==> src/rtl/core/cease_pkg.sv <==
// Shared types and constants for the cubic ease-out scroll animator.
// No dependencies; used by the channel interfaces, the arithmetic unit and the top level.
package cease_pkg;

  localparam int unsigned LAYERS_DEF     = 8;
  localparam int unsigned MAX_FRAMES_DEF = 255;

  localparam int unsigned LAYER_W = 3;
  localparam int unsigned COORD_W = 16;
  localparam int unsigned FRAME_W = 8;
  localparam int unsigned DELTA_W = COORD_W + 1;
  localparam int unsigned OPA_W   = 3 * FRAME_W;
  localparam int unsigned OPB_W   = COORD_W;
  localparam int unsigned QUO_W   = COORD_W;
  localparam int unsigned PROD_W  = OPA_W + OPB_W;

  typedef enum logic [1:0] {
    CMD_START_ABS = 2'd0,
    CMD_START_REL = 2'd1,
    CMD_TICK      = 2'd2
  } cmd_e;

  typedef enum logic [1:0] {
    UOP_IDLE,
    UOP_MUL,
    UOP_DIV_LOAD,
    UOP_DIV_STEP
  } uop_e;

  typedef struct packed {
    uop_e             op;
    logic [OPA_W-1:0] opa;
    logic [OPB_W-1:0] opb;
  } unit_ctrl_t;

  typedef struct packed {
    logic [PROD_W-1:0] prod;
    logic [QUO_W-1:0]  quo;
  } unit_stat_t;

endpackage

==> src/rtl/core/cease_if.sv <==
// Valid/ready channels for requests into and results out of the animator.
// Depends on cease_pkg for field widths.
interface cease_req_if;
  import cease_pkg::*;

  logic                      valid;
  logic                      ready;
  logic [1:0]                command;
  logic [LAYER_W-1:0]        layer;
  logic signed [COORD_W-1:0] goal_x;
  logic signed [COORD_W-1:0] goal_y;
  logic [FRAME_W-1:0]        frame_count;
  logic                      skip_allowed;
  logic                      key_down;

  modport source (
    output valid, command, layer, goal_x, goal_y, frame_count, skip_allowed, key_down,
    input  ready
  );
  modport sink (
    input  valid, command, layer, goal_x, goal_y, frame_count, skip_allowed, key_down,
    output ready
  );
endinterface

interface cease_rsp_if;
  import cease_pkg::*;

  logic                      valid;
  logic                      ready;
  logic [LAYER_W-1:0]        out_layer;
  logic signed [COORD_W-1:0] scroll_x;
  logic signed [COORD_W-1:0] scroll_y;
  logic                      last;

  modport source (output valid, out_layer, scroll_x, scroll_y, last, input ready);
  modport sink   (input  valid, out_layer, scroll_x, scroll_y, last, output ready);
endinterface

==> src/rtl/core/cease_arith.sv <==
// Shared arithmetic unit: registered 24x16 multiplier and one-bit-per-cycle
// restoring divider. Depends on cease_pkg.
module cease_arith (
  input  logic                    clk_i,
  input  cease_pkg::unit_ctrl_t   ctrl_i,
  output cease_pkg::unit_stat_t   stat_o
);
  import cease_pkg::*;

  logic [PROD_W-1:0] prod_q, prod_d;
  logic [OPA_W-1:0]  rem_q, rem_d;
  logic [OPA_W-1:0]  den_q, den_d;
  logic [QUO_W-1:0]  quo_q, quo_d;
  logic [OPA_W:0]    trial;
  logic [OPA_W:0]    diff;

  always_comb begin
    prod_d = prod_q;
    rem_d  = rem_q;
    den_d  = den_q;
    quo_d  = quo_q;
    trial  = {rem_q, quo_q[QUO_W-1]};
    diff   = trial - {1'b0, den_q};
    case (ctrl_i.op)
      UOP_MUL: begin
        prod_d = PROD_W'(ctrl_i.opa) * PROD_W'(ctrl_i.opb);
      end
      UOP_DIV_LOAD: begin
        den_d = ctrl_i.opa;
        rem_d = prod_q[PROD_W-1 -: OPA_W];
        quo_d = prod_q[QUO_W-1:0];
      end
      UOP_DIV_STEP: begin
        // remainder stays below the divisor, so no borrow means trial >= divisor
        if (!diff[OPA_W]) begin
          rem_d = diff[OPA_W-1:0];
          quo_d = {quo_q[QUO_W-2:0], 1'b1};
        end else begin
          rem_d = trial[OPA_W-1:0];
          quo_d = {quo_q[QUO_W-2:0], 1'b0};
        end
      end
      default: ;
    endcase
  end

  always_ff @(posedge clk_i) begin
    prod_q <= prod_d;
    rem_q  <= rem_d;
    den_q  <= den_d;
    quo_q  <= quo_d;
  end

  assign stat_o.prod = prod_q;
  assign stat_o.quo  = quo_q;

endmodule

==> src/rtl/core/cubic_ease_scroll_animator.sv <==
// Cubic ease-out scroll animator: one request per cycle while idle and the result slot is free.
// Start with zero frames, final tick or skip: result is valid the cycle after the request.
// Eased position: no new request is taken until the result leaves S_OUT for the result slot;
// six multiply steps (cubes, then one product per axis), two 16-step divisions.
// Reset clears the per-layer position table and leaves the animation idle.
// Depends on cease_pkg, cease_if (channels) and cease_arith.
module cubic_ease_scroll_animator #(
  parameter int unsigned LAYERS     = cease_pkg::LAYERS_DEF,
  parameter int unsigned MAX_FRAMES = cease_pkg::MAX_FRAMES_DEF
) (
  input  logic         clk_i,
  input  logic         rst_ni,
  cease_req_if.sink    req_i,
  cease_rsp_if.source  rsp_o
);
  import cease_pkg::*;

  localparam int unsigned IDX_W = (LAYERS > 1) ? $clog2(LAYERS) : 1;
  localparam int unsigned SLOTS = 2 ** IDX_W;
  localparam int unsigned CNT_W = $clog2(QUO_W);
  localparam logic [FRAME_W-1:0] MaxFrames  = FRAME_W'(MAX_FRAMES);
  localparam logic [LAYER_W:0]   LayerLimit = (LAYER_W + 1)'(LAYERS);
  localparam logic [CNT_W-1:0]   DivLast    = CNT_W'(QUO_W - 1);

  typedef enum logic [2:0] {S_IDLE, S_MUL, S_LOAD, S_DIV, S_FIN, S_OUT} state_e;
  typedef enum logic [2:0] {M_RR, M_RRR, M_NN, M_NNN, M_PROD} mstep_e;

  state_e             state_q, state_d;
  mstep_e             step_q, step_d;
  logic [CNT_W-1:0]   cnt_q, cnt_d;
  logic               axis_q, axis_d;
  logic               running_q, running_d;
  logic               skip_q, skip_d;
  logic [FRAME_W-1:0] span_q, span_d;
  logic [FRAME_W-1:0] frame_q, frame_d;
  logic [FRAME_W-1:0] r_q, r_d;
  logic [LAYER_W-1:0] act_q, act_d;
  logic [DELTA_W-1:0] dx_q, dx_d, dy_q, dy_d;
  logic [COORD_W-1:0] tgt_x_q, tgt_x_d, tgt_y_q, tgt_y_d;
  logic [COORD_W-1:0] pos_x_q [SLOTS];
  logic [COORD_W-1:0] pos_x_d [SLOTS];
  logic [COORD_W-1:0] pos_y_q [SLOTS];
  logic [COORD_W-1:0] pos_y_d [SLOTS];
  logic [OPA_W-1:0]   r3_q, r3_d, den_q, den_d;
  logic [COORD_W-1:0] res_x_q, res_x_d;
  logic               ov_q, ov_d;
  logic [LAYER_W-1:0] ol_q, ol_d;
  logic [COORD_W-1:0] ox_q, ox_d, oy_q, oy_d;
  logic               olast_q, olast_d;

  unit_ctrl_t         ctrl;
  unit_stat_t         stat;

  cmd_e               cmd;
  logic               accept;
  logic               is_start;
  logic               lay_ok;
  logic [IDX_W-1:0]   lay_idx;
  logic [IDX_W-1:0]   rd_idx;
  logic [COORD_W-1:0] cur_x, cur_y, new_x, new_y;
  logic [DELTA_W-1:0] dnew_x, dnew_y;
  logic [FRAME_W-1:0] n_clamp;
  logic [DELTA_W-1:0] neg_dx, neg_dy;
  logic [COORD_W-1:0] mag_x, mag_y, mag_cur, tgt_cur, res;
  logic               sign_cur;

  cease_arith u_arith (
    .clk_i  (clk_i),
    .ctrl_i (ctrl),
    .stat_o (stat)
  );

  assign cmd      = cmd_e'(req_i.command);
  assign accept   = req_i.valid && req_i.ready;
  assign is_start = (cmd == CMD_START_ABS) || (cmd == CMD_START_REL);
  assign lay_ok   = {1'b0, req_i.layer} < LayerLimit;
  assign lay_idx  = req_i.layer[IDX_W-1:0];
  assign rd_idx   = is_start ? lay_idx : act_q[IDX_W-1:0];
  assign cur_x    = pos_x_q[rd_idx];
  assign cur_y    = pos_y_q[rd_idx];
  assign new_x    = (cmd == CMD_START_REL) ? COORD_W'(req_i.goal_x + cur_x) : req_i.goal_x;
  assign new_y    = (cmd == CMD_START_REL) ? COORD_W'(req_i.goal_y + cur_y) : req_i.goal_y;
  assign dnew_x   = {new_x[COORD_W-1], new_x} - {cur_x[COORD_W-1], cur_x};
  assign dnew_y   = {new_y[COORD_W-1], new_y} - {cur_y[COORD_W-1], cur_y};
  assign n_clamp  = (req_i.frame_count > MaxFrames) ? MaxFrames : req_i.frame_count;

  assign neg_dx   = -dx_q;
  assign neg_dy   = -dy_q;
  assign mag_x    = dx_q[DELTA_W-1] ? neg_dx[COORD_W-1:0] : dx_q[COORD_W-1:0];
  assign mag_y    = dy_q[DELTA_W-1] ? neg_dy[COORD_W-1:0] : dy_q[COORD_W-1:0];
  assign mag_cur  = axis_q ? mag_y : mag_x;
  assign sign_cur = axis_q ? dy_q[DELTA_W-1] : dx_q[DELTA_W-1];
  assign tgt_cur  = axis_q ? tgt_y_q : tgt_x_q;
  // target - trunc(r^3 * diff / n^3), sign applied to the magnitude quotient
  assign res      = sign_cur ? (tgt_cur + stat.quo) : (tgt_cur - stat.quo);

  assign req_i.ready     = (state_q == S_IDLE) && (!ov_q || rsp_o.ready);
  assign rsp_o.valid     = ov_q;
  assign rsp_o.out_layer = ol_q;
  assign rsp_o.scroll_x  = ox_q;
  assign rsp_o.scroll_y  = oy_q;
  assign rsp_o.last      = olast_q;

  always_comb begin
    ctrl.op  = UOP_IDLE;
    ctrl.opa = '0;
    ctrl.opb = '0;
    unique case (state_q)
      S_MUL: begin
        ctrl.op = UOP_MUL;
        unique case (step_q)
          M_RR: begin
            ctrl.opa = OPA_W'(r_q);
            ctrl.opb = OPB_W'(r_q);
          end
          M_RRR: begin
            ctrl.opa = stat.prod[OPA_W-1:0];
            ctrl.opb = OPB_W'(r_q);
          end
          M_NN: begin
            ctrl.opa = OPA_W'(span_q);
            ctrl.opb = OPB_W'(span_q);
          end
          M_NNN: begin
            ctrl.opa = stat.prod[OPA_W-1:0];
            ctrl.opb = OPB_W'(span_q);
          end
          default: begin
            ctrl.opa = r3_q;
            ctrl.opb = mag_cur;
          end
        endcase
      end
      S_LOAD: begin
        ctrl.op  = UOP_DIV_LOAD;
        ctrl.opa = den_q;
      end
      S_DIV:   ctrl.op = UOP_DIV_STEP;
      default: ;
    endcase
  end

  always_comb begin
    state_d   = state_q;
    step_d    = step_q;
    cnt_d     = cnt_q;
    axis_d    = axis_q;
    running_d = running_q;
    skip_d    = skip_q;
    span_d    = span_q;
    frame_d   = frame_q;
    r_d       = r_q;
    act_d     = act_q;
    dx_d      = dx_q;
    dy_d      = dy_q;
    tgt_x_d   = tgt_x_q;
    tgt_y_d   = tgt_y_q;
    pos_x_d   = pos_x_q;
    pos_y_d   = pos_y_q;
    r3_d      = r3_q;
    den_d     = den_q;
    res_x_d   = res_x_q;
    ov_d      = ov_q;
    ol_d      = ol_q;
    ox_d      = ox_q;
    oy_d      = oy_q;
    olast_d   = olast_q;

    if (ov_q && rsp_o.ready) begin
      ov_d = 1'b0;
    end

    unique case (state_q)
      S_IDLE: begin
        if (accept) begin
          unique case (cmd) inside
            CMD_START_ABS, CMD_START_REL: begin
              if (lay_ok) begin
                act_d            = req_i.layer;
                dx_d             = dnew_x;
                dy_d             = dnew_y;
                pos_x_d[lay_idx] = new_x;
                pos_y_d[lay_idx] = new_y;
                tgt_x_d          = new_x;
                tgt_y_d          = new_y;
                span_d           = n_clamp;
                skip_d           = req_i.skip_allowed;
                if (n_clamp == '0) begin
                  running_d = 1'b0;
                  frame_d   = '0;
                  ov_d      = 1'b1;
                  ol_d      = req_i.layer;
                  ox_d      = new_x;
                  oy_d      = new_y;
                  olast_d   = 1'b1;
                end else begin
                  running_d = 1'b1;
                  frame_d   = FRAME_W'(1);
                  r_d       = n_clamp;
                  step_d    = M_RR;
                  axis_d    = 1'b0;
                  state_d   = S_MUL;
                end
              end
            end
            CMD_TICK: begin
              if (running_q) begin
                if ((req_i.key_down && skip_q) || (frame_q >= span_q)) begin
                  running_d = 1'b0;
                  ov_d      = 1'b1;
                  ol_d      = act_q;
                  ox_d      = cur_x;
                  oy_d      = cur_y;
                  olast_d   = 1'b1;
                end else begin
                  r_d     = span_q - frame_q;
                  frame_d = frame_q + FRAME_W'(1);
                  tgt_x_d = cur_x;
                  tgt_y_d = cur_y;
                  step_d  = M_RR;
                  axis_d  = 1'b0;
                  state_d = S_MUL;
                end
              end
            end
            default: ;
          endcase
        end
      end
      S_MUL: begin
        unique case (step_q)
          M_RR:  step_d = M_RRR;
          M_RRR: step_d = M_NN;
          M_NN: begin
            r3_d   = stat.prod[OPA_W-1:0];
            step_d = M_NNN;
          end
          M_NNN: step_d = M_PROD;
          default: begin
            if (!axis_q) begin
              den_d = stat.prod[OPA_W-1:0];
            end
            state_d = S_LOAD;
          end
        endcase
      end
      S_LOAD: begin
        cnt_d   = '0;
        state_d = S_DIV;
      end
      S_DIV: begin
        cnt_d = cnt_q + CNT_W'(1);
        if (cnt_q == DivLast) begin
          state_d = S_FIN;
        end
      end
      S_FIN: begin
        if (!axis_q) begin
          res_x_d = res;
          axis_d  = 1'b1;
          step_d  = M_PROD;
          state_d = S_MUL;
        end else begin
          tgt_y_d = res;
          state_d = S_OUT;
        end
      end
      S_OUT: begin
        if (!ov_q || rsp_o.ready) begin
          ov_d    = 1'b1;
          ol_d    = act_q;
          ox_d    = res_x_q;
          oy_d    = tgt_y_q;
          olast_d = 1'b0;
          state_d = S_IDLE;
        end
      end
      default: state_d = S_IDLE;
    endcase
  end

  always_ff @(posedge clk_i or negedge rst_ni) begin
    if (!rst_ni) begin
      state_q   <= S_IDLE;
      step_q    <= M_RR;
      cnt_q     <= '0;
      axis_q    <= 1'b0;
      running_q <= 1'b0;
      skip_q    <= 1'b0;
      span_q    <= '0;
      frame_q   <= '0;
      r_q       <= '0;
      act_q     <= '0;
      dx_q      <= '0;
      dy_q      <= '0;
      tgt_x_q   <= '0;
      tgt_y_q   <= '0;
      for (int i = 0; i < SLOTS; i++) begin
        pos_x_q[i] <= '0;
        pos_y_q[i] <= '0;
      end
      r3_q      <= '0;
      den_q     <= '0;
      res_x_q   <= '0;
      ov_q      <= 1'b0;
      ol_q      <= '0;
      ox_q      <= '0;
      oy_q      <= '0;
      olast_q   <= 1'b0;
    end else begin
      state_q   <= state_d;
      step_q    <= step_d;
      cnt_q     <= cnt_d;
      axis_q    <= axis_d;
      running_q <= running_d;
      skip_q    <= skip_d;
      span_q    <= span_d;
      frame_q   <= frame_d;
      r_q       <= r_d;
      act_q     <= act_d;
      dx_q      <= dx_d;
      dy_q      <= dy_d;
      tgt_x_q   <= tgt_x_d;
      tgt_y_q   <= tgt_y_d;
      pos_x_q   <= pos_x_d;
      pos_y_q   <= pos_y_d;
      r3_q      <= r3_d;
      den_q     <= den_d;
      res_x_q   <= res_x_d;
      ov_q      <= ov_d;
      ol_q      <= ol_d;
      ox_q      <= ox_d;
      oy_q      <= oy_d;
      olast_q   <= olast_d;
    end
  end

  a_start_runs: assert property (@(posedge clk_i) disable iff (!rst_ni)
    (accept && is_start && lay_ok && (n_clamp != '0)) |=> running_q)
    else $error("start request with nonzero frames did not arm the animation");

  a_frame_in_span: assert property (@(posedge clk_i) disable iff (!rst_ni)
    running_q |-> (frame_q <= span_q))
    else $error("frame index ran past the frame count");

  a_den_nonzero: assert property (@(posedge clk_i) disable iff (!rst_ni)
    (state_q == S_LOAD) |-> (den_q != '0))
    else $error("division started with a zero divisor");

  a_quo_bounded: assert property (@(posedge clk_i) disable iff (!rst_ni)
    (state_q == S_FIN) |-> (stat.quo <= mag_cur))
    else $error("eased offset exceeds the distance to the target");

endmodule

==> src/flat_wrapper.sv <==
// flat-port wrapper written by rule: the top's interface ports become plain ports
module cubic_ease_scroll_animator_flat import cease_pkg::*;
#(
  parameter int unsigned LAYERS     = cease_pkg::LAYERS_DEF,
  parameter int unsigned MAX_FRAMES = cease_pkg::MAX_FRAMES_DEF
)
  (clk_i, rst_ni, req_i_valid, req_i_command, req_i_layer, req_i_goal_x, req_i_goal_y, req_i_frame_count, req_i_skip_allowed, req_i_key_down, req_i_ready, rsp_o_valid, rsp_o_out_layer, rsp_o_scroll_x, rsp_o_scroll_y, rsp_o_last, rsp_o_ready);
  cease_req_if req_i_i ();
  cease_rsp_if rsp_o_i ();
  input  logic clk_i;
  input  logic rst_ni;
  input wire logic [$bits(req_i_i.valid)-1:0] req_i_valid;
  input wire logic [$bits(req_i_i.command)-1:0] req_i_command;
  input wire logic [$bits(req_i_i.layer)-1:0] req_i_layer;
  input wire logic [$bits(req_i_i.goal_x)-1:0] req_i_goal_x;
  input wire logic [$bits(req_i_i.goal_y)-1:0] req_i_goal_y;
  input wire logic [$bits(req_i_i.frame_count)-1:0] req_i_frame_count;
  input wire logic [$bits(req_i_i.skip_allowed)-1:0] req_i_skip_allowed;
  input wire logic [$bits(req_i_i.key_down)-1:0] req_i_key_down;
  output wire logic [$bits(req_i_i.ready)-1:0] req_i_ready;
  output wire logic [$bits(rsp_o_i.valid)-1:0] rsp_o_valid;
  output wire logic [$bits(rsp_o_i.out_layer)-1:0] rsp_o_out_layer;
  output wire logic [$bits(rsp_o_i.scroll_x)-1:0] rsp_o_scroll_x;
  output wire logic [$bits(rsp_o_i.scroll_y)-1:0] rsp_o_scroll_y;
  output wire logic [$bits(rsp_o_i.last)-1:0] rsp_o_last;
  input wire logic [$bits(rsp_o_i.ready)-1:0] rsp_o_ready;
  assign req_i_i.valid = req_i_valid;
  assign req_i_i.command = req_i_command;
  assign req_i_i.layer = req_i_layer;
  assign req_i_i.goal_x = req_i_goal_x;
  assign req_i_i.goal_y = req_i_goal_y;
  assign req_i_i.frame_count = req_i_frame_count;
  assign req_i_i.skip_allowed = req_i_skip_allowed;
  assign req_i_i.key_down = req_i_key_down;
  assign req_i_ready = req_i_i.ready;
  assign rsp_o_valid = rsp_o_i.valid;
  assign rsp_o_out_layer = rsp_o_i.out_layer;
  assign rsp_o_scroll_x = rsp_o_i.scroll_x;
  assign rsp_o_scroll_y = rsp_o_i.scroll_y;
  assign rsp_o_last = rsp_o_i.last;
  assign rsp_o_i.ready = rsp_o_ready;
  cubic_ease_scroll_animator #(.LAYERS(LAYERS), .MAX_FRAMES(MAX_FRAMES)) u_core (.clk_i(clk_i), .rst_ni(rst_ni), .req_i(req_i_i), .rsp_o(rsp_o_i));
endmodule
==> config.mk <==
export PLATFORM = sky130hd
export DESIGN_NAME = cubic_ease_scroll_animator_flat
export DESIGN_NICKNAME = d
export VERILOG_FILES = /design/src/rtl/core/cease_pkg.sv /design/src/rtl/core/cease_if.sv /design/src/rtl/core/cease_arith.sv /design/src/rtl/core/cubic_ease_scroll_animator.sv /design/src/flat_wrapper.sv
export SDC_FILE = /design/constraint.sdc
export NUM_CORES = 2
export LEC_CHECK = 0
export BUFFER_PORTS_ARGS = -buffer_cell sky130_fd_sc_hd__buf_2
export CORE_ASPECT_RATIO = 1.75
export CORE_MARGIN = 2
export CORE_UTILIZATION = 60
export CTS_CLUSTER_SIZE = 40
export DETAILED_ROUTE_END_ITERATION = 8
export PLACE_DENSITY = 0.87
export SETUP_SLACK_MARGIN = 0.3
export SLEW_MARGIN = 15
export SYNTH_ARGS = -nofsm -noshare
export SYNTH_HDL_FRONTEND = slang
export SYNTH_SLANG_ARGS = --single-unit
export TNS_END_PERCENT = 5
==> constraint.sdc <==
create_clock -name clk_i -period 12 [get_ports clk_i]
set_input_delay 0.6 -clock clk_i [delete_from_list [all_inputs] [get_ports clk_i]]
set_output_delay 0.6 -clock clk_i [all_outputs]
set_load 0.02 [all_outputs]
Yosys cells after proc, flatten, opt, wreduce, memory -nomap -nowiden:

Cells that the tools add are included.

* bits in registers: 567
* output and inout bits: 38
* bits of input ports: 51

* order comparisons: 5
* bitwise logic cells: 4
* multiply operators: 1
* add/subtract/negate cells: 12
* reduce and logical (&&, ||, !) cells: 33
* equal/unequal tests: 30
* muxes and demuxes: 110

Operators by type and width (count)
* 2-to-1 mux 16 bit: 29
* bitwise mux 128 bit: 2
* case mux 16 bit (2 select lines): 8
* case mux 40 bit (4 select lines): 1
* binary-select mux 16 bit (select 3 bit): 2
* case mux 24 bit (2 select lines): 2
* 2-to-1 mux 3 bit: 19
* adder 16 bit: 3
* demux 16 bit (select 3 bit): 1
* 2-to-1 mux 8 bit: 6
* multiplier 24 x 16 -> 40 bit: 1
* subtractor 16 x 16 -> 17 bit: 2
* negation 16 bit: 2
* case mux 8 bit (2 select lines): 2
* subtractor 25 x 24 -> 25 bit: 1
* 2-to-1 mux 24 bit: 1
* case mux 3 bit (2 select lines): 4
* 2-to-1 mux 1 bit: 21
* case mux 3 bit (6 select lines): 1
* AND reduction 6 bit: 3
* AND reduction 8 bit: 2
* subtractor 16 bit: 1
* inequality test 3 bit, second input constant: 5
* case mux 1 bit (2 select lines): 7
* other kinds (37): 69

Depth between registers and ports, before layout:

* depth after elaboration: 13
* mapped depth: 33
* gate-level depth less buffers: 31

Cells and area by module:

Synthesis repeated with hierarchy kept, for this count alone.

* cells, all modules: 4731
* area total of the unflattened synthesis: 44164.9 µm²

Modules (own cells, without submodules)
* cubic_ease_scroll_animator: instances 1, sequential area each 11586.1 µm², area each 26651.8 µm², cells an instance 2864
* cease_arith: instances 1, sequential area each 3123.0 µm², area each 17513.0 µm², cells an instance 1867

Worst setup path after synthesis:

Ideal clock, no wire load.

* kind: register -> register
* start: reg u_core.state_q[0]
* end: reg u_core.u_arith.prod_q[32] (data pin)
* clock period less this slack: 8.414 ns
* setup time: 0.258 ns
* required time: 11.742 ns
* cell stages (with the launch flop): 30
* slack: 3.586 ns
* data arrival time: 8.156 ns
* cells stage by stage: dfrtp_1 > buf_2 > inv_1 > or3_1 > buf_2 > inv_1 > nand2_1 > a211oi_1 > clkbuf_1 > nand2_1 > fa_1 > inv_1 > fa_1 > fa_1 > fa_1 > fa_1 > inv_1 > fa_1 > inv_1 > ha_1 > clkbuf_1 > a21oi_1 > o21bai_1 > a2111o_1 > a311oi_1 > nor2_1 > or2_2 > a21o_1 > a21oi_1 > xnor2_1

* cells in the longest elaborated chain, start to end: 3
* elaborated cells between the ends (all ways): 5
* those cells by class: 1 x mul; 2 x eq/ne; 2 x mux

Ends and longest elaborated chain
* start: declaration: line cubic_ease_scroll_animator.sv:28 `state_e state_q, state_d;`
* start signal: assignment: line cubic_ease_scroll_animator.sv:311 `state_q <= state_d;`
* equality test 3 x 2 -> 1 bit or equality test 3 x 1 -> 1 bit (tied branches): line cubic_ease_scroll_animator.sv:108 `unique case (state_q)`
* case mux 24 bit (2 select lines) or 2-to-1 mux 16 bit (tied branches): line cubic_ease_scroll_animator.sv:108
* multiplier 24 x 16 -> 40 bit (*): line cease_arith.sv:26 `prod_d = PROD_W'(ctrl_i.opa) * PROD_W'(ctrl_i.opb);`
* end signal: assignment: line cease_arith.sv:48 `prod_q <= prod_d;`
* end: declaration: line cease_arith.sv:10 `logic [PROD_W-1:0] prod_q, prod_d;`

Mark *: on every way between the ends. The rest lies on a longest branch, timed or not.
A chain may end at the register's enable or synchronous reset.

Worst setup path after layout:

* start: reg u_core.state_q[0]
* end: reg u_core.u_arith.prod_q[38] (data pin)

Same word-level chain as after synthesis.

==> results by group <==
Cells and area
  • Fin util: 65.0%
  • Area delta synth->final: 7.40%
  • Fill count: 5374
  • NumNets Final: 5174
  • Post-Layout Cell Count: 5562
  • Ratio of cells with drive above 1 in the final layout: 10.7%

Floorplanning
  • Io pins: 89
  • FP Rows: 130
  • Die area: 74400 µm²
  • Die Width: 207 µm
  • Initial Util: 60.5%
  • Core Box Area: 71600 µm²
  • Die height: 359 µm

Worst setup path
  • CP Launch Type: flip-flop
  • Worst setup EP type: flip-flop
  • Crit path kind: flip-flop to flip-flop
  • Worst path arrival time: 9.86 ns
  • Critical Path RT: 12.36 ns
  • Worst-path fanout max: 43

STA
  • RSZ-0062 raised after global routing: false
  • Skew final: 0.0632 ns
  • Tcrit/Tclk final: 79.2%
  • Setup TNS: 0 ns
  • Max Transition Viols Final: 0
  • Final worst path period need: 9.50 ns
  • Worst-margin pin slew: 1.33 ns
  • Final hold violations: 0
  • Setup violators final: 0
  • Worst slew margin: 8.76%
  • Max Fclk: 0.105 GHz

Clock network
  • Reg clk slew, reported paths: 0.07 ns
  • CTS-repair resized insts: 0
  • Post-CTS Hold Buffers: 0
  • Root Driver: clkbuf_16
  • CTS tree: built
  • Num CTS Buffers: 51
  • Clk_lat worst skew: 0.65 ns
  • # clock sinks: 567
  • Htree depth: 2
  • Setup bufs post-CTS: 0
  • Clock Tree Buf Depth: 3

Synth
  • Cell accounting for the most synthesized area: dfrtp_1
  • Mapped Cells: 4603
  • Post-synth EDFFs: 104
  • Most common cell in the synthesized netlist: nand2_1
  • Syn Nets: 5193
  • Post-Syn Area: 43300 µm²
  • Area share of the largest cell type after synthesis: 26.8%
  • Synth unique cells: 88
  • Post-synth top flop: dfrtp_1
  • Mapped Avg Cell Area: 9.40 µm²
  • Synth area leaders: dfrtp_1 (27%), fa_1 (14%), edfxtp_1 (7.2%)
  • Ys Warns: 0
  • Commonest cells post-synth: nand2_1 (775), inv_1 (509), dfrtp_1 (463)
  • FFs w/ async S/R, synth: 81.7%
  • Seq/Total Area, Yosys: 34.0%
  • Synth Register Bits: 567

Power
  • Post-layout power: 11.5 mW
  • P_leak: 22.2 nW
  • Cell Pwr Density: 247 nW/µm²
  • VDD IR-drop max: 0.000142 V

Run
  • Max-cap violations: 0

GRT
  • Total track usage: 35.2%
  • GRT overflow: 0
  • Vias in the first global route: 37380
  • First-pass GRT wire length: 203000 µm
  • Largest net degree at the start of global routing: 170
  • Initial antenna violation count: 14

Detailed routing
  • Iteration-0 DRC Markers: 3623
  • Drt drc: 0
  • Routed vias/inst: 6.38
  • WL/cell: 23.4 µm
  • Final WL: 130000 µm
  • Total number of vias: 35475
  • ANT nets after route: 0
  • TritonRoute pass-1 iters: 6

Placement
  • Post-DP HPWL: 94100 µm
  • # port buffers: 88
  • Placed cell count: 5454
  • GP Congestion: 1.05

Worst hold path
  • Worst min path class: input pin to asynchronous set/reset pin

Status
  • Status: completed
## cell families after synthesis
kind of cell / after synthesis / share of synthesized area, %
compound gates: 892 / 12.3
xor+xnor: 156 / 3.21
fa+ha+maj: 539 / 21.0
buf+inv: 746 / 6.60
flops: 567 / 34.0
mux: 282 / 8.78
simple gates: 1421 / 14.1
## cells in the final DEF, fill, tap and decap left out, types with 87 or more instances in the layout
cell	instances
inv_1	509
mux2i_1	91
xnor2_1	93
ha_1	226
fa_1	313
nand2_1	772
edfxtp_1	104
dfrtp_1	463
buf_2	87
mux2_2	120
nor2_1	321
a21oi_1	234
o21ai_0	328
## critical path: stages (launching register included)
cell	delay, ns
dfrtp_1	0.61
inv_1	0.19
or3_1	0.76
inv_1	0.18
buf_4	0.51
o211a_1	0.56
buf_4	0.34
nand2_1	0.11
fa_1	0.55
inv_1	0.05
fa_1	0.48
inv_1	0.06
fa_1	0.50
inv_1	0.07
fa_1	0.44
fa_1	0.53
inv_1	0.05
fa_1	0.48
inv_1	0.04
ha_1	0.43
nand3_1	0.23
nor2_1	0.24
nand3_1	0.13
o41ai_1	0.78
o21ai_0	0.17
a21oi_1	0.27
mux2i_1	0.28
o2111ai_1	0.15
## per-stage QoR
stage	worst slack (ns)	hold WS [ns]	cell area [µm²]
floorplan	3.59	0.304	43300
global placement	2.75	0.457	44700
detailed placement	2.52	0.464	44700
CTS	2.47	0.149	46400
global route	2.22	0.204	46500
finish	2.50	0.110	46500
## final cells by class
| type | instances | area [µm²] | area share, % |
|---|---|---|---|
| multi-input cells | 3290 | 25900 | 55.7 |
| flip-flops and latches | 567 | 14700 | 31.6 |
| inverters | 512 | 1920 | 4.13 |
| clock buffers | 67 | 1430 | 3.07 |
| well taps | 924 | 1160 | 2.49 |
| repair buffers | 162 | 1040 | 2.24 |
| clock inverters | 28 | 323 | 0.694 |
| diodes | 12 | 30.0 | 0.0646 |
## power by group
| part | total [mW] | internal [mW] | leakage, nW | switching [mW] |
|---|---|---|---|---|
| Sequential | 3.39 | 2.79 | 7.06 | 0.594 |
| Combinational | 6.35 | 2.38 | 14.3 | 3.97 |
| Clock | 1.75 | 0.957 | 0.858 | 0.794 |
| Total | 11.5 | 6.13 | 22.2 | 5.36 |
## state kept, by name (all words and copies together) (netlist names), 3 cells and up
register and flops:
u_core.dx_q 17, u_core.u_arith.den_q 24, u_core.pos_y_q 128, u_core.r_q 8, u_core.step_q 3, u_core.cnt_q 4, u_core.res_x_q 16, u_core.pos_x_q 128
u_core.dy_q 17, u_core.rsp_o.scroll_y 16, u_core.state_q 3, u_core.den_q 24, u_core.rsp_o.scroll_x 16, u_core.tgt_y_q 16, u_core.act_q 3, u_core.rsp_o.out_layer 3
u_core.u_arith.quo_q 16, u_core.tgt_x_q 16, u_core.r3_q 24, u_core.u_arith.prod_q 40, u_core.span_q 8, u_core.frame_q 8, u_core.u_arith.rem_q 24
## routing by layer
metal  global-route usage (%)  wire [µm]
met2                     60.1      64200
met4                     33.9      14900
met1                     34.9      41000
met3                     7.80      10100
met5                        0         56
## path summary, 6_finish.rpt
check | start | to | slack, ns | depth (start not counted)
max | u_core.state_q[0] | u_core.u_arith.prod_q[38] | 2.50 | 27
max reg2reg | u_core.state_q[0] | u_core.u_arith.prod_q[38] | 2.50 | 27
min | rst_ni | u_core.pos_y_q[80] | 0.11 | 1
min in group clk_i | req_i_frame_count[6] | u_core.span_q[6] | 0.20 | 3
min reg2reg | u_core.pos_y_q[0] | u_core.pos_y_q[0] | 0.48 | 2
max in group asynchronous | rst_ni | u_core.rsp_o.scroll_y[3] | 10.36 | 2
Note: power is estimated with default switching activity, not from simulation.
